`config.mk`:
```
export PLATFORM = sky130hd
export DESIGN_NAME = tfm_delay_and_sum_accumulator
export DESIGN_NICKNAME = d
export VERILOG_FILES = /design/src/hw/rtl/tfm_pkg.sv /design/src/hw/rtl/tfm_cell.sv /design/src/hw/rtl/tfm_serializer.sv /design/src/hw/rtl/tfm_delay_and_sum_accumulator.sv
export SDC_FILE = /design/constraint.sdc
export NUM_CORES = 2
export LEC_CHECK = 0
export ABC_AREA = 1
export BUFFER_PORTS_ARGS = -buffer_cell sky130_fd_sc_hd__buf_2
export CAP_MARGIN = 20
export CELL_PAD_IN_SITES_DETAIL_PLACEMENT = 1
export CELL_PAD_IN_SITES_GLOBAL_PLACEMENT = 1
export CORE_UTILIZATION = 50
export CTS_CLUSTER_SIZE = 24
export DETAILED_ROUTE_END_ITERATION = 7
export GPL_TIMING_DRIVEN = 0
export PLACE_DENSITY = 0.83
export SETUP_SLACK_MARGIN = 0.05
export SYNTH_ARGS = -nofsm -noshare
export SYNTH_HDL_FRONTEND = slang
export SYNTH_SLANG_ARGS = --single-unit
export TNS_END_PERCENT = 30
```
`constraint.sdc`:
```
create_clock -name clock -period 19.18 [get_ports clock]
set_clock_uncertainty 0.2 [all_clocks]
set_input_delay 1.918 -clock clock [delete_from_list [all_inputs] [get_ports clock]]
set_output_delay 1.918 -clock clock [all_outputs]
set_load 0.02 [all_outputs]
```
`src/hw/rtl/tfm_pkg.sv`:
```
// ----------------------------------------------------------------------------
// TFM delay-and-sum package
// Shared types, geometry constants and the elaboration-time one-way delay
// function used by the delay-and-sum accumulator.
// ----------------------------------------------------------------------------
package tfm_pkg;

   // Array and grid size
   localparam int NUM_ELEMENTS      = 32;
   localparam int GRID_ROWS         = 2;
   localparam int GRID_COLS         = 3;
   localparam int SAMPLES_PER_ASCAN = 1024;
   localparam int NUM_PIXELS        = GRID_ROWS * GRID_COLS;

   // Field widths
   localparam int ELEM_W  = 5;
   localparam int INDEX_W = 10;
   localparam int AMP_W   = 16;
   localparam int ROW_W   = 1;
   localparam int COL_W   = 2;
   localparam int SUM_W   = 26;
   localparam int DELAY_W = 16;
   localparam int CNT_W   = $clog2(NUM_PIXELS + 1);

   // Input transaction
   typedef struct packed {
      logic [ELEM_W-1:0]  tx_element;
      logic [ELEM_W-1:0]  rx_element;
      logic [INDEX_W-1:0] sample_index;
      logic [AMP_W-1:0]   sample_amplitude;
      logic               end_of_frame;
   } req_payload_type;

   // Result transaction
   typedef struct packed {
      logic [ROW_W-1:0] pixel_row;
      logic [COL_W-1:0] pixel_col;
      logic [SUM_W-1:0] pixel_sum;
      logic             last_pixel;
   } rsp_payload_type;

   // Pixel sums gathered by an end-of-frame transaction on its way down the chain
   typedef logic [NUM_PIXELS-1:0][SUM_W-1:0] sum_vec_type;

   // Delays from every element to one pixel
   typedef logic [NUM_ELEMENTS-1:0][DELAY_W-1:0] delay_col_type;

   // Transaction as it travels from cell to cell
   typedef struct packed {
      logic [ELEM_W-1:0]  tx_element;
      logic [ELEM_W-1:0]  rx_element;
      logic [INDEX_W-1:0] sample_index;
      logic [AMP_W-1:0]   sample_amplitude;
      logic               end_of_frame;
      logic               in_range;
      sum_vec_type        sums;
   } stage_type;

   // Exact integer square root, bit by bit. Only ever evaluated on constants.
   function automatic longint unsigned isqrt(input longint unsigned value);
      longint unsigned v;
      longint unsigned res;
      longint unsigned bitval;
      v      = value;
      res    = 0;
      bitval = 64'd1 << 62;
      for (int i = 0; i < 32; i++) begin
         if (v >= res + bitval) begin
            v   = v - (res + bitval);
            res = (res >> 1) + bitval;
         end else begin
            res = res >> 1;
         end
         bitval = bitval >> 2;
      end
      return res;
   endfunction

   // One-way delay in Q8.8 samples from element e to pixel (r, c).
   // Coordinates are in 0.05 mm units; the delay is 2560*sqrt(S)/51 rounded.
   function automatic logic [DELAY_W-1:0] compute_delay(input int e, input int r, input int c);
      longint          ex;
      longint          px;
      longint          py;
      longint          dx;
      longint unsigned s;
      longint unsigned root;
      longint unsigned q;
      ex   = 5 + 22 * longint'(e);
      px   = 80 + 160 * longint'(c);
      py   = 80 + 160 * longint'(r);
      dx   = px - ex;
      s    = longint'(dx * dx) + longint'(py * py);
      root = isqrt(s * 64'd6553600);
      q    = (root + 64'd25) / 64'd51;
      if (q > 64'd65535) begin
         q = 64'd65535;
      end
      return q[DELAY_W-1:0];
   endfunction

endpackage

```
`src/hw/rtl/tfm_cell.sv`:
```
// ----------------------------------------------------------------------------
// TFM pixel cell
// One pixel of the image: looks up the tx and rx delays of each passing
// sample, accumulates matching amplitudes and hands the transaction on.
// ----------------------------------------------------------------------------
module tfm_cell
   import tfm_pkg::*;
(
   input  logic          clock,
   input  logic          reset,
   input  logic          advance,
   input  delay_col_type delay_col,
   input  logic          in_valid,
   input  stage_type     in_item,
   output logic          out_valid,
   output stage_type     out_item
);

   logic              out_valid_ff;
   logic              out_valid_in;
   stage_type         out_item_ff;
   stage_type         out_item_in;
   logic [SUM_W-1:0]  acc_ff;
   logic [SUM_W-1:0]  acc_in;
   logic [DELAY_W:0]  delay_sum;
   logic [INDEX_W:0]  target_plus_one;
   logic [INDEX_W:0]  index_plus_one;
   logic              hit;
   logic [SUM_W:0]    acc_add;

   // Round-trip delay of this pixel for the transaction's element pair
   always_comb begin
      delay_sum       = {1'b0, delay_col[in_item.tx_element]}
                      + {1'b0, delay_col[in_item.rx_element]};
      target_plus_one = (INDEX_W + 1)'(delay_sum[DELAY_W:8]);
      index_plus_one  = {1'b0, in_item.sample_index} + (INDEX_W + 1)'(1);
      hit             = in_item.in_range && (target_plus_one == index_plus_one);
      acc_add         = {1'b0, acc_ff} + (SUM_W + 1)'(in_item.sample_amplitude);
   end

   // Accumulator update: saturating add on a hit, clear at end of frame
   always_comb begin
      acc_in = acc_ff;
      if (advance && in_valid) begin
         if (in_item.end_of_frame) begin
            acc_in = '0;
         end else if (hit) begin
            acc_in = acc_add[SUM_W] ? {SUM_W{1'b1}} : acc_add[SUM_W-1:0];
         end
      end
   end

   // Forward the transaction; this cell's sum enters the top of the sum lane
   always_comb begin
      out_valid_in = out_valid_ff;
      out_item_in  = out_item_ff;
      if (advance) begin
         out_valid_in  = in_valid;
         out_item_in   = in_item;
         out_item_in.sums = {acc_ff, in_item.sums[NUM_PIXELS-1:1]};
      end
   end

   always_ff @(posedge clock) begin
      if (reset) begin
         out_valid_ff <= 1'b0;
         acc_ff       <= '0;
      end else begin
         out_valid_ff <= out_valid_in;
         acc_ff       <= acc_in;
      end
   end

   always_ff @(posedge clock) begin
      out_item_ff <= out_item_in;
   end

   assign out_valid = out_valid_ff;
   assign out_item  = out_item_ff;

endmodule

```
`src/hw/rtl/tfm_serializer.sv`:
```
// ----------------------------------------------------------------------------
// TFM result serialiser
// Holds the pixel sums of one frame and issues them one transaction per
// pixel in row-major order.
// ----------------------------------------------------------------------------
module tfm_serializer
   import tfm_pkg::*;
(
   input  logic            clock,
   input  logic            reset,
   input  logic            load,
   input  sum_vec_type     load_sums,
   output logic            can_load,
   output logic            rsp_valid,
   input  logic            rsp_ready,
   output rsp_payload_type rsp_payload
);

   logic [CNT_W-1:0] cnt_ff;
   logic [CNT_W-1:0] cnt_in;
   sum_vec_type      sums_ff;
   sum_vec_type      sums_in;
   logic [ROW_W-1:0] row_ff;
   logic [ROW_W-1:0] row_in;
   logic [COL_W-1:0] col_ff;
   logic [COL_W-1:0] col_in;
   logic             pop;

   assign pop      = (cnt_ff != '0) && rsp_ready;
   assign can_load = (cnt_ff == '0) || ((cnt_ff == CNT_W'(1)) && rsp_ready);

   // Load a new frame, or step to the next pixel on each accepted transaction
   always_comb begin
      cnt_in  = cnt_ff;
      sums_in = sums_ff;
      row_in  = row_ff;
      col_in  = col_ff;
      if (load) begin
         cnt_in  = CNT_W'(NUM_PIXELS);
         sums_in = load_sums;
         row_in  = '0;
         col_in  = '0;
      end else if (pop) begin
         cnt_in  = cnt_ff - CNT_W'(1);
         sums_in = sums_ff >> SUM_W;
         if (col_ff == COL_W'(GRID_COLS - 1)) begin
            col_in = '0;
            row_in = row_ff + ROW_W'(1);
         end else begin
            col_in = col_ff + COL_W'(1);
         end
      end
   end

   always_ff @(posedge clock) begin
      if (reset) begin
         cnt_ff <= '0;
         row_ff <= '0;
         col_ff <= '0;
      end else begin
         cnt_ff <= cnt_in;
         row_ff <= row_in;
         col_ff <= col_in;
      end
   end

   always_ff @(posedge clock) begin
      sums_ff <= sums_in;
   end

   // Result driven straight from registers
   assign rsp_valid              = (cnt_ff != '0);
   assign rsp_payload.pixel_row  = row_ff;
   assign rsp_payload.pixel_col  = col_ff;
   assign rsp_payload.pixel_sum  = sums_ff[0];
   assign rsp_payload.last_pixel = (cnt_ff == CNT_W'(1));

endmodule

```
`src/hw/rtl/tfm_delay_and_sum_accumulator.sv`:
```
// ----------------------------------------------------------------------------
// TFM delay-and-sum accumulator
// Total focusing method imaging over full-matrix-capture samples.
// ----------------------------------------------------------------------------
// Usage:
// Each req transaction carries one A-scan sample (tx element, rx element,
// sample index, Q0.16 amplitude) or an end-of-frame marker. Samples pass
// down a row of six pixel cells, one cell per cycle while the row advances;
// each cell adds the amplitude to its pixel sum when the round-trip delay lands on the sample.
// An end-of-frame transaction collects every pixel sum on its way down and
// clears them; six rsp transactions then follow in row-major order, the
// last one flagged by last_pixel.
// Throughput is one sample per cycle while the row is not stalled. The first
// result of a frame follows once the end-of-frame has left the last cell and
// loaded the result buffer; the rest follow back to back while rsp_ready is high.
// If a frame's results are still being drained when the next end-of-frame
// reaches the end of the cell row, the whole row stalls and req_ready falls;
// a stalled receiver therefore stalls the input only through that path.
// Reset clears all pixel sums and empties the cell row and result buffer.
// ----------------------------------------------------------------------------
module tfm_delay_and_sum_accumulator
   import tfm_pkg::*;
(
   input  logic            clock,
   input  logic            reset,
   input  logic            req_valid,
   output logic            req_ready,
   input  req_payload_type req_payload,
   output logic            rsp_valid,
   input  logic            rsp_ready,
   output rsp_payload_type rsp_payload
);

   delay_col_type delay_tab   [NUM_PIXELS];
   logic          stage_valid [NUM_PIXELS+1];
   stage_type     stage_item  [NUM_PIXELS+1];
   stage_type     head_item;
   logic          advance;
   logic          tail_eof;
   logic          ser_load;
   logic          ser_can_load;

   // Build-time delay table, one column of element delays per pixel
   for (genvar p = 0; p < NUM_PIXELS; p++) begin : g_pix_tab
      for (genvar e = 0; e < NUM_ELEMENTS; e++) begin : g_elem_tab
         assign delay_tab[p][e] = compute_delay(e, p / GRID_COLS, p % GRID_COLS);
      end
   end

   // Head of the chain: incoming transaction with its range check
   always_comb begin
      head_item.tx_element       = req_payload.tx_element;
      head_item.rx_element       = req_payload.rx_element;
      head_item.sample_index     = req_payload.sample_index;
      head_item.sample_amplitude = req_payload.sample_amplitude;
      head_item.end_of_frame     = req_payload.end_of_frame;
      head_item.in_range         = (int'(req_payload.tx_element) < NUM_ELEMENTS)
                                && (int'(req_payload.rx_element) < NUM_ELEMENTS)
                                && (int'(req_payload.sample_index) < SAMPLES_PER_ASCAN);
      head_item.sums             = '0;
   end

   assign stage_valid[0] = req_valid;
   assign stage_item[0]  = head_item;

   // Row of pixel cells
   for (genvar p = 0; p < NUM_PIXELS; p++) begin : g_cell
      tfm_cell u_cell (
         .clock     (clock),
         .reset     (reset),
         .advance   (advance),
         .delay_col (delay_tab[p]),
         .in_valid  (stage_valid[p]),
         .in_item   (stage_item[p]),
         .out_valid (stage_valid[p+1]),
         .out_item  (stage_item[p+1])
      );
   end

   // The chain moves unless a finished frame waits for the result buffer
   assign tail_eof  = stage_valid[NUM_PIXELS] && stage_item[NUM_PIXELS].end_of_frame;
   assign ser_load  = tail_eof && ser_can_load;
   assign advance   = !tail_eof || ser_can_load;
   assign req_ready = advance;

   // Result buffer
   tfm_serializer u_serializer (
      .clock       (clock),
      .reset       (reset),
      .load        (ser_load),
      .load_sums   (stage_item[NUM_PIXELS].sums),
      .can_load    (ser_can_load),
      .rsp_valid   (rsp_valid),
      .rsp_ready   (rsp_ready),
      .rsp_payload (rsp_payload)
   );

   // The input stalls only behind an end-of-frame waiting at the chain's end
   a_stall_cause: assert property (@(posedge clock) disable iff (reset)
      !req_ready |-> tail_eof)
      else $error("input stalled without a pending end of frame");

   // The final pixel of a frame is the bottom-right one
   a_last_corner: assert property (@(posedge clock) disable iff (reset)
      rsp_valid && rsp_payload.last_pixel |->
         (rsp_payload.pixel_row == ROW_W'(GRID_ROWS - 1))
         && (rsp_payload.pixel_col == COL_W'(GRID_COLS - 1)))
      else $error("last pixel flagged away from the final grid position");

   // After the last pixel, either the buffer empties or a new frame starts at the origin
   a_frame_restart: assert property (@(posedge clock) disable iff (reset)
      rsp_valid && rsp_ready && rsp_payload.last_pixel |=>
         !rsp_valid || ((rsp_payload.pixel_row == '0) && (rsp_payload.pixel_col == '0)))
      else $error("result buffer did not restart at the first pixel");

endmodule
```
; ---- After elaboration in Yosys (flattened, before gate mapping)
; Memory sizes are Yosys's and may differ from the RTL's. A register that Yosys moved wholly into a read port is not among the register bits.
; Cells that the tools add are included.
[classes]
addsub = 21
magnitude_cmp = 12
n_eq_ne = 8
mux = 45
reduce_logical = 30
[op_table]
columns = operator, n
row1 = two-way mux 26 bit, 18
row2 = two-way mux 156 bit, 2
row3 = two-way mux 16 bit, 12
row4 = adder 26 x 16 -> 27 bit, 6
row5 = adder 16 x 16 -> 17 bit, 6
row6 = "less-than comparator 5 x 6 -> 1 bit, second input constant", 12
row7 = "adder 10 x 1 -> 11 bit, second input constant", 6
row8 = == test 9 x 11 -> 1 bit, 6
row9 = two-way mux 5 bit, 10
row10 = AND reduction 2 bit, 7
row11 = nonzero test 2 bit, 7
row12 = logical AND 1 bit, 10
row13 = two-way mux 3 bit, 2
row14 = "== test 3 x 1 -> 1 bit, second input constant", 1
row15 = zero test 3 bit, 1
row16 = nonzero test 3 bit, 1
row17 = "subtractor 3 x 1 -> 3 bit, second input constant", 1
row18 = "adder 2 x 1 -> 2 bit, second input constant", 1
row19 = "== test 2 bit, second input constant", 1
row20 = logical OR 1 bit, 2
row21 = two-way mux 2 bit, 1
row22 = OR reduction 2 bit, 1
row23 = "adder 1 bit, second input constant", 1
row24 = zero test 1 bit, 1
[word_totals]
regBits = 1056
rom_bits = 6144
inputBits = 41
memories = 12
[memory_table]
columns = memory, words, word_bits, read_ports, rd_ports_with_merged_regs, write_ports, line_no
row1 = (name not given), 32, 16, 1, 1, 0, tfm_cell.sv:34  ; + {1'b0, delay_col[in_item.rx_element]};
row2 = (name not given), 32, 16, 1, 1, 0, tfm_cell.sv:33  ; delay_sum = {1'b0, delay_col[in_item.tx_element]}
row3 = (name not given), 32, 16, 1, 1, 0, tfm_cell.sv:34
row4 = (name not given), 32, 16, 1, 1, 0, tfm_cell.sv:33
row5 = (name not given), 32, 16, 1, 1, 0, tfm_cell.sv:34
row6 = (name not given), 32, 16, 1, 1, 0, tfm_cell.sv:33
row7 = +6 memories, --, --, --, --, --, --

; ---- Depth between registers and ports, before layout
[logic_depth]
depth_word = 6
depth_mapped = 28
ltp_nobuf = 27

; ---- Modules after synthesis
; Synthesis repeated with hierarchy kept, for this count alone.
[hier_totals]
hier_cells = 15858
hier_area_um2 = 114745.0
[by_module_without_submodules]
columns = module, instances, cells_each, area_each_um2, seq_area_each_um2
row1 = tfm_cell (g_cell[1].u_cell ...), 5, 2520, 17915.9, 6366.1
row2 = tfm_cell (g_cell[0].u_cell), 1, 2542, 17996.0, 6366.1
row3 = tfm_serializer, 1, 710, 7143.1, 4804.6
row4 = tfm_delay_and_sum_accumulator, 1, 6, 26.3, 0.0

; ---- Worst setup path before layout
; OpenSTA, ideal clock, no wires.
[synth_path]
path_kind = in2reg
from = input rsp_ready
to = register with a tool-made name
arrival_ns = 14.436
required_ns = 18.845
setup_slack_ns = 4.409
path_stages = 14
cell_sequence = nand2_1 nand2_1 nor2_4 inv_4 buf_2 buf_2 o21ai_1 ha_1 inv_1 nor2_1 inv_1 o21ai_0 o21ai_0 o21ai_0
[synth_rtl]
columns = element, line_no
row1 = start: declaration, tfm_delay_and_sum_accumulator.sv:30  ; input logic rsp_ready,

; ---- Worst setup path after layout
[layout_path]
from = input rsp_ready
to = output req_ready
[layout_between]
elab_chain_cells = 3
[layout_lines]
columns = element, line_no
row1 = logical AND 1 bit, tfm_serializer.sv:30  ; assign can_load = (cnt_ff == '0) || ((cnt_ff == CNT_W'(1)) && rsp_ready);
row2 = logical OR 1 bit, tfm_serializer.sv:30
row3 = logical OR 1 bit, tfm_delay_and_sum_accumulator.sv:83  ; assign advance = !tail_eof || ser_can_load;
row4 = end: declaration, tfm_delay_and_sum_accumulator.sv:27  ; output logic req_ready,
; No other way between the ends.

==> flow_summary.toml <==
[clocking]
cts_setup_buffers = 0
ctsHoldBuffers = 0
cts.clk_slew.worst_paths_ns = 0.07
numCtsBuffers = 121
cts_tree = "done"
root_buffer = "clkbuf_16"
clk_latency_ns = 0.77
htree_levels = 3
clockBufferDepth = 3
ctsResizeCount = 0
clock_sinks = 1206

[synth]
synthTopCellsByArea = "edfxtp_1 45%, dfxtp_1 11%, nand2_1 9.6%, ha_1 6.5%, nor2_1 3.9%"
synth_top_area_share_pct = 45.30
yosys.area.top_type = "edfxtp_1"
syn_inst = 6196
ys_seq_area_share_pct = 56.12
syn-num-nets = 6551
synthArstFlopShare_pct = 0
synth_common_cells = "1,501 x nand2_1, 888 x edfxtp_1, 612 x nor2_1"
synth_edf_count = 888
syn_area_mm2 = 0.05886
ys_types = 72
ys_ff_latch = 1206
synth_most_common_cell = "nand2_1"
ys_warn_count = 0
synthesis.area_per_instance_um2 = 9.500
synth_flop_cell = "edfxtp_1"

[pwr]
p_per_area_mw_per_mm2 = 100.6
p_int_mw = 4.725
power_leakage_nw = 29.44
p_clk_share_pct = 36.6
swShare_pct = 28.35
p_comb_share_pct = 15.2
worst_ir_drop_vdd_uv = 86.51
seq_power_share_pct = 48.3
p_sw_mw = 1.869

[placement]
placed_area_mm2 = 0.06152
pre_cts_ws_ns = 12.15
place_congestion = 0.9096
dp.cells = 7810
dp_hpwl_um = 132500
io_buffers = 71

[worst_setup_path]
critPathKind = "in2out"
crit_start = "rsp_ready"
reg2reg_slack_ns = 14.64
worstPathRequired_ns = 17.06
critPathMaxFanout = 135
reg2reg_from = "u_serializer.cnt_ff[1]"
arrival_ns = 5.08
critPathCaptureType = "primary output"
worstSetupStartpointType = "input port"

[layout]
fin_area_mm2 = 0.06556
final_nets = 6765
areaGrowthSynthToFinish_pct = 11.39
fillers = 13070
multi_input_area_mm2 = 0.02241
regArea_mm2 = 0.03303
layoutNonFillerInstCount = 8044
drive_above_1_share_pct = 7.179

[detailed_routing]
drc = 0
vias = 46080
wl_per_cell_um = 23.07
ant_nets = 0
dr.pass1.iters = 5
wirelength_um = 185600
first_iter_violations = 3943
vias_per_cell = 5.729

[sta]
relSlewSlack_pct = 24.82
min_period_ns = 7.195
finalSetupTns_ns = 0
fin_ws_ns = 11.98
fin_crit_sh_pct = 37.51
finalSetupViolCount = 0
finalMaxSlewViolations = 0
max_freq_ghz = 0.1390
hold_violations = 0
worst_pin_slew_ns = 1.128
rsz0062_at_grt = "false"
whs_ns = 0.1813

[status]
outcome = "completed"

[global_routing]
overflow = 0
grtUsageTotal_pct = 30.69
grt_max_degree = 137
grt_pass1_wl_um = 284200
first_global_vias = 48520
grt_antenna_before_repair = 3

[run]
cap_violations = 0

[floorplan]
ioPinCount = 73
core_area_mm2 = 0.1165
num_rows = 125
dieArea_mm2 = 0.1191
die_w_um = 345.1
fp.dieH_um = 345.1
initial_core_util_pct = 50.52

[hold_path]
hp-class = "reg2reg"
min-delay-start = "g_cell[1].u_cell.out_item[138]"
power groups by stage:
stage | logic (mW) | registers [mW] | clock network, mW
after floorplan | 0.660 | 3.22 | 0
after global placement | 0.889 | 3.30 | 0
after detailed placement | 0.971 | 3.23 | 0
after CTS | 0.994 | 3.18 | 2.44
after global routing | 1.10 | 3.19 | 2.52
final | 0.999 | 3.18 | 2.41
placed cells by master, fill, tap and decap left out, types with 11 or more instances in the layout:
master	instances
nand2_1	1501
edfxtp_1	888
nor2_1	612
inv_1	606
a21oi_1	388
o21ai_0	350
dfxtp_1	318
ha_1	308
nand3_1	288
xor2_1	142
buf_2	136
clkbuf_1	125
clkbuf_16	123
xnor2_1	69
o211ai_1	43
nand4_1	40
nor3_1	38
buf_4	36
o21ai_1	33
a31oi_1	30
clkinv_1	27
o221ai_1	26
nand2_2	23
clkinv_2	23
o22ai_1	22
a21o_1	18
o21a_1	16
or2_2	15
nand3b_1	15
a211oi_1	15
o2111ai_1	14
o21bai_1	13
o21ai_2	12
a21boi_0	12
clkbuf_8	12
inv_2	11
metal layers:
metal  GRT usage [%]  part of all wire, %
met5               0                0.023
met3           3.560                  5.0
met4           14.84                  5.0
met2           53.85                   50
met1           37.54                   40
critical path, cell delays in order:
cell and delay (ns):
buf_2 0.11, nand2_1 0.10, nand2_1 0.15, nor2_4 0.14
inv_4 0.16, buf_2 0.32, buf_8 0.50, buf_16 0.51
buf_16 0.54, buf_2 0.29
path summary, 6_finish.rpt:
check / endpoint / cells after the start
worst max register to register: g_cell[0].u_cell.acc_ff[7] / 17
worst max-delay path: req_ready / 10
worst min-delay path: g_cell[2].u_cell.out_item[112] / 0
worst min register to register: g_cell[2].u_cell.out_item[112] / 0
cell type report:
class	instances	area share, %
buffer	203	1.601
sequential	1206	50.38
multi-input combinational	4152	34.18
timing repair buffer	91	1.128
clock buffer	174	5.176
inverter	635	3.655
clock inverter	58	0.9714
tap	1524	2.908
antenna	1	0.003817
logic make-up after synthesis:
kind of cell,synth area share (%)
AND/OR/NAND/NOR,17.76
flip-flops,56.12
AO/OA/AOI/OAI,10.32
buffers and inverters,5.835
adder cells (fa/ha/maj),6.751
XOR/XNOR,3.216
metrics by stage:
step / util [%] / power [mW]
2_1_floorplan: - / 3.876
3_3_place_gp: 52.46 / 4.191
3_5_place_dp: 52.80 / 4.197
4_1_cts: 56.26 / 6.616
5_1_grt: 56.27 / 6.816
6_report: 56.27 / 6.594
No activity file was read; power rests on OpenSTA's default activity.
